[config.mk]
export PLATFORM = sky130hd
export DESIGN_NAME = hashed_set_union_intersect_diff
export DESIGN_NICKNAME = d
export VERILOG_FILES = /design/src/rtl/hsuid_pkg.sv /design/src/rtl/hashed_set_union_intersect_diff.sv /design/src/rtl/hsuid_ram.sv /design/src/rtl/hsuid_front.sv /design/src/rtl/hsuid_back.sv
export VERILOG_INCLUDE_DIRS = /design/src /design/src/rtl
export SDC_FILE = /design/constraint.sdc
export NUM_CORES = 2
export LEC_CHECK = 0
export BUFFER_PORTS_ARGS = -buffer_cell sky130_fd_sc_hd__buf_4
export CORE_ASPECT_RATIO = 0.9
export CORE_MARGIN = 3
export CORE_UTILIZATION = 50
export DETAILED_ROUTE_END_ITERATION = 10
export PLACE_DENSITY = 0.77
export SLEW_MARGIN = 10
export SYNTH_ARGS = -nofsm -noshare
export SYNTH_HDL_FRONTEND = slang
export SYNTH_SLANG_ARGS = --single-unit
export TNS_END_PERCENT = 30
[constraint.sdc]
create_clock -name clock -period 4.8 [get_ports clock]
set_input_delay 0.72 -clock clock [delete_from_list [all_inputs] [get_ports clock]]
set_output_delay 0.72 -clock clock [all_outputs]
set_load 0.01 [all_outputs]
[src/rtl/hashed_set_union_intersect_diff_macros.svh]
// Assertion macros shared by the hashed set block.
// Depends on nothing; included by modules that assert.
`ifndef HASHED_SET_UNION_INTERSECT_DIFF_MACROS_SVH
`define HASHED_SET_UNION_INTERSECT_DIFF_MACROS_SVH
// Implication checked every clock outside reset.
`define HS_ASSERT_IMP(lbl, clk, rst, a, c, msg) \
   lbl: assert property (@(posedge clk) disable iff (rst) (a) |-> (c)) else $error(msg);
// Next-cycle implication checked outside reset.
`define HS_ASSERT_NXT(lbl, clk, rst, a, c, msg) \
   lbl: assert property (@(posedge clk) disable iff (rst) (a) |=> (c)) else $error(msg);
`endif

[src/rtl/hsuid_pkg.sv]
// Package for the hashed set block: request codes, status codes, queue entry type.
// Depends on nothing.
`timescale 1ns / 1ps
package hsuid_pkg;
   localparam int KEY_W = 31;
   localparam logic [2:0] REQ_INS_A = 3'd0;
   localparam logic [2:0] REQ_INS_B = 3'd1;
   localparam logic [2:0] REQ_UNION = 3'd2;
   localparam logic [2:0] REQ_INTER = 3'd3;
   localparam logic [2:0] REQ_DIFF  = 3'd4;
   localparam logic [2:0] REQ_CLEAR = 3'd5;
   localparam logic [1:0] ST_ADDED = 2'd0;
   localparam logic [1:0] ST_DUP   = 2'd1;
   localparam logic [1:0] ST_FULL  = 2'd2;
   localparam int MAX_RESULTS = 32;

   typedef enum logic [2:0] {
      OP_INSERT = 3'b001,
      OP_EMIT   = 3'b010,
      OP_PLAIN  = 3'b100
   } op_type;

   typedef struct packed {
      op_type            op;
      logic              set_b;   // insert target, or first set for emit
      logic [2:0]        req;
      logic [KEY_W-1:0]  key;
   } cmd_type;
endpackage

[src/rtl/hashed_set_union_intersect_diff.sv]
// Top level of the hashed set union / intersection / difference block.
// Depends on hsuid_pkg, hsuid_front and hsuid_back.
`timescale 1ns / 1ps
// Usage:
// Request beats arrive on the req_ channel (valid/ready). Insert requests
// add a key to set A or B and answer with one beat carrying a status.
// Union, intersection and difference requests stream one beat per member,
// in insertion order, with rsp_last on the final beat; an empty answer is a
// single beat with rsp_empty_result set. Clear empties both sets.
// Flow: the front queue holds two requests, so the
// sender can run ahead of the back end. An insert computes the home slot,
// probes slots until it finds the key, a free slot or has tried them all,
// writes the key when it is added, and then answers. An emit reads each
// order list entry it walks, computes its home slot, probes the other
// set's table, and sends a beat for each member kept. The speed is set by
// the serial walk and the single-port slot table RAMs, read one slot at a
// time, and the home slot is computed in S_HASH and S_HOME per probed key.
// Reset clears the counts and the used bits directly; no sweep is
// needed. When the receiver stalls, the result beat holds and the walk
// pauses; the front keeps accepting until its queue is full.
module hashed_set_union_intersect_diff
   import hsuid_pkg::*;
#(
   parameter int SET_CAPACITY = 16,
   parameter int TABLE_SLOTS  = 32
) (
   input  logic             clock,
   input  logic             reset,
   input  logic             req_valid,
   output logic             req_ready,
   input  logic [2:0]       req_type,
   input  logic [KEY_W-1:0] req_key,
   input  logic             req_first_is_b,
   output logic             rsp_valid,
   input  logic             rsp_ready,
   output logic [KEY_W-1:0] rsp_result_key,
   output logic             rsp_key_valid,
   output logic             rsp_empty_result,
   output logic [1:0]       rsp_status,
   output logic             rsp_last
);
   // Command queue between the classifying front and the executing back.
   logic    cmd_valid, cmd_ready;
   cmd_type cmd;

   hsuid_front u_front (
      .clock, .reset, .req_valid, .req_ready, .req_type, .req_key,
      .req_first_is_b, .cmd_valid, .cmd_ready, .cmd
   );

   hsuid_back #(.SET_CAPACITY(SET_CAPACITY), .TABLE_SLOTS(TABLE_SLOTS)) u_back (
      .clock, .reset, .cmd_valid, .cmd_ready, .cmd, .rsp_valid, .rsp_ready,
      .rsp_result_key, .rsp_key_valid, .rsp_empty_result, .rsp_status, .rsp_last
   );
endmodule

[src/rtl/hsuid_ram.sv]
// Generic single-port RAM with registered read.
// Depends on nothing.
`timescale 1ns / 1ps
module hsuid_ram #(
   parameter int WIDTH = 31,
   parameter int DEPTH = 32,
   parameter int AW    = (DEPTH > 1) ? $clog2(DEPTH) : 1
) (
   input  logic             clock,
   input  logic             wr_en,
   input  logic [AW-1:0]    addr,
   input  logic [WIDTH-1:0] wr_data,
   output logic [WIDTH-1:0] rd_data
);
   logic [WIDTH-1:0] mem [DEPTH];
   always_ff @(posedge clock) begin
      if (wr_en) mem[addr] <= wr_data;
      rd_data <= mem[addr];
   end
endmodule

[src/rtl/hsuid_front.sv]
// Front end: accepts request beats, classifies them, queues commands.
// Depends on hsuid_pkg.
`timescale 1ns / 1ps
module hsuid_front
   import hsuid_pkg::*;
(
   input  logic             clock,
   input  logic             reset,
   input  logic             req_valid,
   output logic             req_ready,
   input  logic [2:0]       req_type,
   input  logic [KEY_W-1:0] req_key,
   input  logic             req_first_is_b,
   output logic             cmd_valid,
   input  logic             cmd_ready,
   output cmd_type          cmd
);
   cmd_type    q_ff [2];
   logic [1:0] cnt_ff, cnt_in;
   logic       wp_ff, wp_in, rp_ff, rp_in;
   cmd_type    c;
   logic       push, pop;

   always_comb begin
      c.req   = req_type;
      c.key   = req_key;
      c.set_b = (req_type == REQ_INS_B) || req_first_is_b;
      unique case (req_type)
         REQ_INS_A, REQ_INS_B:            c.op = OP_INSERT;
         REQ_UNION, REQ_INTER, REQ_DIFF:  c.op = OP_EMIT;
         default:                         c.op = OP_PLAIN;
      endcase
      if (req_type == REQ_INS_A) c.set_b = 1'b0;
   end

   assign req_ready = (cnt_ff != 2'd2);
   assign push      = req_valid && req_ready;
   assign cmd_valid = (cnt_ff != 2'd0);
   assign pop       = cmd_valid && cmd_ready;
   assign cmd       = q_ff[rp_ff];
   assign wp_in     = wp_ff ^ push;
   assign rp_in     = rp_ff ^ pop;
   assign cnt_in    = cnt_ff + {1'b0, push} - {1'b0, pop};

   always_ff @(posedge clock) begin
      if (reset) begin
         cnt_ff <= '0;
         wp_ff  <= 1'b0;
         rp_ff  <= 1'b0;
      end else begin
         cnt_ff <= cnt_in;
         wp_ff  <= wp_in;
         rp_ff  <= rp_in;
      end
      if (push) q_ff[wp_ff] <= c;
   end
endmodule

[src/rtl/hsuid_back.sv]
// Back end: probes the two tables, walks the order lists, drives result beats.
// Depends on hsuid_pkg, hsuid_ram and the assertion macro header.
`timescale 1ns / 1ps
`include "hashed_set_union_intersect_diff_macros.svh"
module hsuid_back
   import hsuid_pkg::*;
#(
   parameter int SET_CAPACITY = 16,
   parameter int TABLE_SLOTS  = 32
) (
   input  logic             clock,
   input  logic             reset,
   input  logic             cmd_valid,
   output logic             cmd_ready,
   input  cmd_type          cmd,
   output logic             rsp_valid,
   input  logic             rsp_ready,
   output logic [KEY_W-1:0] rsp_result_key,
   output logic             rsp_key_valid,
   output logic             rsp_empty_result,
   output logic [1:0]       rsp_status,
   output logic             rsp_last
);
   localparam int SW = (TABLE_SLOTS > 1) ? $clog2(TABLE_SLOTS) : 1;
   localparam int OW = (SET_CAPACITY > 1) ? $clog2(SET_CAPACITY) : 1;
   localparam int CW = $clog2(SET_CAPACITY + 1);
   localparam int PW = $clog2(TABLE_SLOTS + 1);
   localparam int NW = $clog2(MAX_RESULTS + 1);
   localparam logic [SW-1:0] SLOT_MAX = SW'(TABLE_SLOTS - 1);
   // Home slot by reciprocal multiplication: quotient = (key * HASH_M) >> HASH_K,
   // exact for every key below 2**KEY_W.
   localparam int HASH_K = KEY_W + SW;
   localparam logic [63:0] HASH_M =
      ((64'd1 << HASH_K) + 64'(TABLE_SLOTS) - 64'd1) / 64'(TABLE_SLOTS);

   typedef enum logic [10:0] {
      S_IDLE   = 11'b00000000001,
      S_PRB_RD = 11'b00000000010,  // slot read issued, wait for the data
      S_PRB_CK = 11'b00000000100,  // compare slot key
      S_ORD_RD = 11'b00000001000,  // order list read issued
      S_ORD_CK = 11'b00000010000,  // order key now available
      S_OUT    = 11'b00000100000,  // result beat pending
      S_CLEAR  = 11'b00001000000,
      S_INS_WR = 11'b00010000000,
      S_NEXT   = 11'b00100000000,
      S_HASH   = 11'b01000000000,  // quotient of the probed key
      S_HOME   = 11'b10000000000   // home slot from the remainder
   } state_type;

   state_type         st_ff, st_in;
   cmd_type           cmd_ff;
   logic              phase2_ff;   // union second pass
   logic [CW-1:0]     cnt_a_ff, cnt_b_ff;
   logic [CW-1:0]     idx_ff;
   logic [NW-1:0]     nout_ff;
   logic [SW-1:0]     slot_ff;
   logic [PW-1:0]     steps_ff;
   logic [KEY_W-1:0]  pkey_ff;     // key being probed
   logic [KEY_W-1:0]  hq_ff;       // key divided by the table size
   logic              probe_b_ff;  // table being probed
   logic [TABLE_SLOTS-1:0] used_a_ff, used_b_ff;
   logic [KEY_W-1:0]  o_key_ff;
   logic              o_kv_ff, o_em_ff, o_last_ff;
   logic [1:0]        o_st_ff;

   logic              ta_we, tb_we, oa_we, ob_we;
   logic [KEY_W-1:0]  ta_rd, tb_rd, oa_rd, ob_rd;
   logic [OW-1:0]     oaddr;

   hsuid_ram #(.WIDTH(KEY_W), .DEPTH(TABLE_SLOTS)) u_ta (.clock(clock), .wr_en(ta_we),
      .addr(slot_ff), .wr_data(pkey_ff), .rd_data(ta_rd));
   hsuid_ram #(.WIDTH(KEY_W), .DEPTH(TABLE_SLOTS)) u_tb (.clock(clock), .wr_en(tb_we),
      .addr(slot_ff), .wr_data(pkey_ff), .rd_data(tb_rd));
   hsuid_ram #(.WIDTH(KEY_W), .DEPTH(SET_CAPACITY)) u_oa (.clock(clock), .wr_en(oa_we),
      .addr(oaddr), .wr_data(pkey_ff), .rd_data(oa_rd));
   hsuid_ram #(.WIDTH(KEY_W), .DEPTH(SET_CAPACITY)) u_ob (.clock(clock), .wr_en(ob_we),
      .addr(oaddr), .wr_data(pkey_ff), .rd_data(ob_rd));

   logic ins_st;
   assign ins_st = (st_ff == S_INS_WR);
   assign ta_we  = ins_st && !cmd_ff.set_b;
   assign tb_we  = ins_st &&  cmd_ff.set_b;
   assign oa_we  = ta_we;
   assign ob_we  = tb_we;
   assign oaddr  = ins_st ? (cmd_ff.set_b ? cnt_b_ff[OW-1:0] : cnt_a_ff[OW-1:0])
                          : idx_ff[OW-1:0];

   // Current list being walked and the table it is checked against.
   logic             walk_b;
   logic [CW-1:0]    walk_cnt;
   logic [KEY_W-1:0] okey, skey;
   logic             sused;
   assign walk_b   = cmd_ff.set_b ^ phase2_ff;
   assign walk_cnt = walk_b ? cnt_b_ff : cnt_a_ff;
   assign okey     = walk_b ? ob_rd : oa_rd;
   assign skey     = probe_b_ff ? tb_rd : ta_rd;
   assign sused    = probe_b_ff ? used_b_ff[slot_ff] : used_a_ff[slot_ff];

   logic [63:0]      hprod;
   logic [KEY_W-1:0] hrem;
   assign hprod = {{(64 - KEY_W){1'b0}}, pkey_ff} * HASH_M;
   assign hrem  = pkey_ff - KEY_W'(hq_ff * KEY_W'(TABLE_SLOTS));

   assign cmd_ready        = (st_ff == S_IDLE);
   assign rsp_valid        = (st_ff == S_OUT);
   assign rsp_result_key   = o_key_ff;
   assign rsp_key_valid    = o_kv_ff;
   assign rsp_empty_result = o_em_ff;
   assign rsp_status       = o_st_ff;
   assign rsp_last         = o_last_ff;

   logic [SW-1:0] slot_nx;
   assign slot_nx = (slot_ff == SLOT_MAX) ? '0 : slot_ff + 1'b1;

   // Membership decision for emit: keep key after probe outcome "found".
   function automatic logic keep_it(input logic [2:0] r, input logic ph2,
                                    input logic found);
      if (r == REQ_UNION) return ph2 ? !found : 1'b1;
      if (r == REQ_INTER) return found;
      return !found;
   endfunction

   logic pending_ff;  // emit: a member was found, not yet taken into the hold
   // The newest member waits in a hold register until the next member is found
   // or the walk ends, so that the last flag rides on the final member beat.
   logic             hold_ff;
   logic [KEY_W-1:0] hkey_ff;

   always_ff @(posedge clock) begin
      if (reset) begin
         st_ff     <= S_IDLE;
         cnt_a_ff  <= '0;
         cnt_b_ff  <= '0;
         used_a_ff <= '0;
         used_b_ff <= '0;
      end else begin
         st_ff <= st_in;
         unique case (st_ff)
            S_IDLE: if (cmd_valid) begin
               cmd_ff    <= cmd;
               phase2_ff <= 1'b0;
               idx_ff    <= '0;
               nout_ff   <= '0;
               pkey_ff   <= cmd.key;
               probe_b_ff <= cmd.set_b;
               steps_ff  <= '0;
               pending_ff <= 1'b0;
               hold_ff   <= 1'b0;
            end
            S_HASH: hq_ff <= KEY_W'(hprod >> HASH_K);
            S_HOME: slot_ff <= hrem[SW-1:0];
            S_PRB_RD: ;
            S_PRB_CK: begin
               if (!sused || skey == pkey_ff) begin
                  if (cmd_ff.op == OP_INSERT) begin
                     o_key_ff <= '0; o_kv_ff <= 1'b0; o_em_ff <= 1'b0;
                     o_last_ff <= 1'b1;
                     if (sused) o_st_ff <= ST_DUP;
                     else if ((cmd_ff.set_b ? cnt_b_ff : cnt_a_ff) >= CW'(SET_CAPACITY))
                        o_st_ff <= ST_FULL;
                     else o_st_ff <= ST_ADDED;
                  end else begin
                     pending_ff <= keep_it(cmd_ff.req, phase2_ff, sused);
                     idx_ff <= idx_ff + 1'b1;
                  end
               end else if (steps_ff == PW'(TABLE_SLOTS - 1)) begin
                  if (cmd_ff.op == OP_INSERT) begin
                     o_key_ff <= '0; o_kv_ff <= 1'b0; o_em_ff <= 1'b0;
                     o_last_ff <= 1'b1; o_st_ff <= ST_FULL;
                  end else begin
                     pending_ff <= keep_it(cmd_ff.req, phase2_ff, 1'b0);
                     idx_ff <= idx_ff + 1'b1;
                  end
               end else begin
                  slot_ff  <= slot_nx;
                  steps_ff <= steps_ff + 1'b1;
               end
            end
            S_INS_WR: begin
               if (cmd_ff.set_b) begin
                  used_b_ff[slot_ff] <= 1'b1;
                  cnt_b_ff <= cnt_b_ff + 1'b1;
               end else begin
                  used_a_ff[slot_ff] <= 1'b1;
                  cnt_a_ff <= cnt_a_ff + 1'b1;
               end
            end
            S_ORD_RD: ;
            S_ORD_CK: begin
               pkey_ff    <= okey;
               probe_b_ff <= !walk_b;
               steps_ff   <= '0;
            end
            S_NEXT: begin
               // Take a new member into the hold, advance, or finish.
               if (pending_ff) begin
                  if (hold_ff) begin
                     o_key_ff <= hkey_ff; o_kv_ff <= 1'b1; o_em_ff <= 1'b0;
                     o_st_ff <= ST_ADDED; o_last_ff <= 1'b0;
                  end
                  hkey_ff <= pkey_ff;
                  hold_ff <= 1'b1;
                  nout_ff <= nout_ff + 1'b1;
                  pending_ff <= 1'b0;
               end else if (idx_ff < walk_cnt && nout_ff < NW'(MAX_RESULTS)) begin
                  ;  // read issued by next state
               end else if (cmd_ff.req == REQ_UNION && !phase2_ff &&
                            nout_ff < NW'(MAX_RESULTS)) begin
                  phase2_ff <= 1'b1;
                  idx_ff <= '0;
               end else begin
                  o_key_ff <= hold_ff ? hkey_ff : '0; o_kv_ff <= hold_ff;
                  o_st_ff <= ST_ADDED;
                  o_em_ff <= !hold_ff; o_last_ff <= 1'b1;
               end
            end
            S_OUT: if (rsp_ready && !o_last_ff) begin
               ;
            end
            S_CLEAR: begin
               if (cmd_ff.req == REQ_CLEAR) begin
                  cnt_a_ff <= '0; cnt_b_ff <= '0;
                  used_a_ff <= '0; used_b_ff <= '0;
               end
               o_key_ff <= '0; o_kv_ff <= 1'b0; o_em_ff <= 1'b0;
               o_st_ff <= ST_ADDED; o_last_ff <= 1'b1;
            end
            default: ;
         endcase
      end
   end

   always_comb begin
      st_in = st_ff;
      unique case (st_ff)
         S_IDLE: if (cmd_valid) begin
            unique case (cmd.op)
               OP_INSERT: st_in = S_HASH;
               OP_EMIT:   st_in = S_NEXT;
               default:   st_in = S_CLEAR;
            endcase
         end
         S_HASH:   st_in = S_HOME;
         S_HOME:   st_in = S_PRB_RD;
         S_PRB_RD: st_in = S_PRB_CK;
         S_PRB_CK: begin
            if (!sused || skey == pkey_ff || steps_ff == PW'(TABLE_SLOTS - 1)) begin
               if (cmd_ff.op == OP_INSERT)
                  st_in = (!sused && (cmd_ff.set_b ? cnt_b_ff : cnt_a_ff)
                           < CW'(SET_CAPACITY)) ? S_INS_WR : S_OUT;
               else st_in = S_NEXT;
            end else st_in = S_PRB_RD;
         end
         S_INS_WR: st_in = S_OUT;
         S_ORD_RD: st_in = S_ORD_CK;
         S_ORD_CK: st_in = S_HASH;
         S_NEXT: begin
            if (pending_ff) st_in = hold_ff ? S_OUT : S_NEXT;
            else if (idx_ff < walk_cnt && nout_ff < NW'(MAX_RESULTS)) st_in = S_ORD_RD;
            else if (cmd_ff.req == REQ_UNION && !phase2_ff &&
                     nout_ff < NW'(MAX_RESULTS)) st_in = S_NEXT;
            else st_in = S_OUT;
         end
         S_OUT: if (rsp_ready) st_in = o_last_ff ? S_IDLE : S_NEXT;
         S_CLEAR: st_in = S_OUT;
         default: st_in = S_IDLE;
      endcase
   end

   `HS_ASSERT_IMP(a_out_hold, clock, reset, rsp_valid && !rsp_ready, st_in == S_OUT,
      "result beat dropped under stall")
   `HS_ASSERT_IMP(a_cnt_cap, clock, reset, 1'b1,
      cnt_a_ff <= CW'(SET_CAPACITY) && cnt_b_ff <= CW'(SET_CAPACITY),
      "set count beyond capacity")
   `HS_ASSERT_NXT(a_clear, clock, reset, st_ff == S_CLEAR && cmd_ff.req == REQ_CLEAR,
      cnt_a_ff == '0 && cnt_b_ff == '0, "clear left a count")
endmodule
==> flow_summary_export.csv <==
group,metric,value,unit
run_status,status,"complete, no violations",
setup_path,r2r_slack,510,ps
cts,cts_made_buffers,322,
grt,grtUsageMet3,0.0727,
yosys,synth_warnings,0,
floorplan,io_pins,77,
setup_path,cp-end-kind,"flip-flop",
sta,tightestPinTransition,1260,ps
yosys,synth-edff-count,3183,
yosys,ys_seq_area_frac,0.783,
hold_path,min_path_type,"in -> reg",
routing,drtPass1Iterations,6,
setup_path,cp_max_fo,33,
sta,setup_viol,0,
final_layout,drive_gt1_frac,0.259,
pwr,power.density,487,mW/mm^2
yosys,netlist_instances,5838,
grt,grt_pass1_vias,64800,
sta,rsz0062_at_grt,"false",
grt,grt_pass1_wl,471000,um
placed_design,dp_cells,9199,
sta,fmax,0.233,GHz
floorplan,die_width,538,um
sta,fin_skew,62.6,ps
floorplan,start_util,0.504,
grt,grt_max_degree,143,
grt,globalRouteMet1Util,0.338,
pwr,peakVddDrop,0.000629,V
routing,finalWirelength,332000,um
yosys,ys_ff_latch,3396,
sta,period_needed,4290,ps
sta,final.setup.tns,0,ps
floorplan,row_count,175,
flow_run,maxCapViolCount,0,
yosys,synth_nets,5895,
yosys,synth_top_area_cell,"edfxtp_1",
setup_path,crit_type,"reg -> reg",
final_layout,stdcell_count,9801,
cts,cts_tree,"built",
placed_design,portBuffers,76,
yosys,synth_common_cells,"edfxtp_1 (3183), mux4_2 (756), a22oi_1 (246)",
cts,clk_pin_slew_worst_paths,70,ps
routing,first_iter_violations,10700,
placed_design,gp_congestion,0.856,
cts,ctsRootBufferMaster,"clkbuf_16",
grt,grt-busiest-layer,"met2",
sta,period_share,0.895,
sta,drv_slew,0,
yosys,synth.distinct_cells,57,
yosys,synth_top_flop_cell,"edfxtp_1",
cts,insertion_delay,890,ps
routing,final_antenna_net_count,0,
yosys,synth_area_leaders,"edfxtp_1 (75%), mux4_2 (13%), dfxtp_1 (3.3%)",
yosys,avgSynthCellArea,21.8,sq um
yosys,syn-cell-area,0.128,sq mm
routing,drc,0,
floorplan,die_h,485,um
grt,grt_overflow,0,
final_layout,fin_nets,6232,
cts,ctsResizeCount,0,
routing,num_vias,64500,
cts,cts_hold_buffers,15,
setup_path,required,5350,ps
cts,clock_sinks,3396,
sta,hold_viol,0,
grt,antenna_found_initial,22,
cts,cts_post_setup_buffers_inserted,0,
pwr,p_leak,45.7,nW
final_layout,synthToLayoutAreaGrowth,13.2,%
setup_path,arrival,4840,ps
routing,detail_route.wl_per_cell,33.9,um
yosys,yosysTopAreaCellShare,0.749,
grt,grt_use_met2,0.387,
cts,clk_path_buf_depth,4,
yosys,ys_async_sr_fraction,0,
floorplan,die_area,0.261,sq mm
yosys,synth.most_common_cell,"edfxtp_1",
sta,slew_headroom,0.158,
floorplan,fp.coreArea,0.253,sq mm
grt,grt.total_usage,0.251,
setup_path,start_kind,"flip-flop",
routing,via_per_inst,6.58,
cts,ctsHtreeMaxLevel,5,
placed_design,dp_hpwl,173000,um
## worst max-delay path, stage by stage (launching register included)
cell	delay, ps
edfxtp_1	330
buf_4	560
mux2i_1	850
xnor2_1	130
nor4_1	290
nand4_1	130
nor4_1	290
buf_4	180
nor3_1	100
a221oi_1	540
o21a_1	270
buf_12	220
## where the power goes
| part | leakage [nW] | internal (W) | switching [W] |
|---|---|---|---|
| Clock | 4.91 | 0.0139 | 0.0107 |
| Combinational | 10.3 | 0.00254 | 0.00657 |
| Sequential | 30.5 | 0.0360 | 0.000596 |
| Total | 45.7 | 0.0525 | 0.0179 |
## registers in the layout, summed over array words and instances (netlist names), 2 cells and up
register	flops
u_front.q_ff	76
u_back.u_tb.mem	992
u_back.u_ob.rd_data	31
u_back.used_a_ff	32
u_back.used_b_ff	32
u_back.rsp_status	2
u_back.nout_ff	6
u_back.cnt_a_ff	5
u_front.cnt_ff	2
u_back.pkey_ff	31
u_back.cmd_ff	7
u_back.u_ta.mem	992
u_back.u_tb.rd_data	31
u_back.slot_ff	5
u_back.steps_ff	6
u_back.st_ff	11
u_back.u_oa.mem	496
u_back.u_oa.rd_data	31
u_back.u_ob.mem	496
u_back.u_ta.rd_data	31
u_back.rsp_result_key	31
u_back.hkey_ff	31
u_back.cnt_b_ff	5
u_back.idx_ff	5
## logic make-up (layout without fill, tap and decap cells)
group           after synthesis  after routing  synth area share
flops                      3396           3396             0.783
other cells                   0              5                 0
mux                        1009           1009             0.153
buf+inv                     346            941            0.0125
fa+ha+maj                    18             18           0.00177
simple gates                593            593            0.0220
xor+xnor                     57             57           0.00391
compound gates              419            419            0.0235
## final timing paths
check,from,to,cells after the start
worst max-delay path,u_back.probe_b_ff,u_back.rsp_result_key[23],11
worst min-delay path,req_key[15],u_front.q_ff[1][15],1
worst max register to register,u_back.probe_b_ff,u_back.rsp_result_key[23],11
worst min register to register,u_back.used_b_ff[22],u_back.used_b_ff[22],2
## layout by cell type (no fill, tap or decap), types with 74 or more instances in the layout
master     netlist  layout
nand2_1        133     133
edfxtp_1      3183    3183
a31oi_1         90      90
clkbuf_1       169      99
clkbuf_16        0     329
a22oi_1        246     246
mux4_2         756     756
nand4_1         74      74
nor2_1         227     125
dfxtp_1        213     212
nor2_4           0     101
mux2i_1        238     238
buf_4            5     279
## metal layers
| layer | up-vias | routed length (um) |
|---|---|---|
| met5 | - | 28 |
| met4 | 4 | 16000 |
| met3 | 894 | 44400 |
| met2 | 5106 | 155000 |
| met1 | 33400 | 116000 |
| li1 | 25100 | - |
## metrics by stage
stage	hold WS (ps)	setup WS (ps)	total power (W)	cell area [sq um]	util
final	49.3	505	0.0703	144000	0.570
after global routing	20.7	507	0.0722	144000	0.570
after CTS	6.01	670	0.0704	144000	0.570
after detailed placement	452	743	0.0461	134000	0.530
after global placement	441	749	0.0457	134000	0.530
after floorplan	432	232	0.0423	128000	-
## layout make-up
cell class | count | area (sq um)
Fill cell | 17500 | 109000
Sequential cell | 3396 | 99800
Multi-Input combinational cell | 2096 | 27000
Clock buffer | 447 | 8860
Tap cell | 3363 | 4210
Timing Repair Buffer | 344 | 3250
Clock inverter | 135 | 1170
Inverter | 15 | 56.3
Antenna cell | 5 | 12.5
No activity file was read; power rests on OpenSTA's default activity.
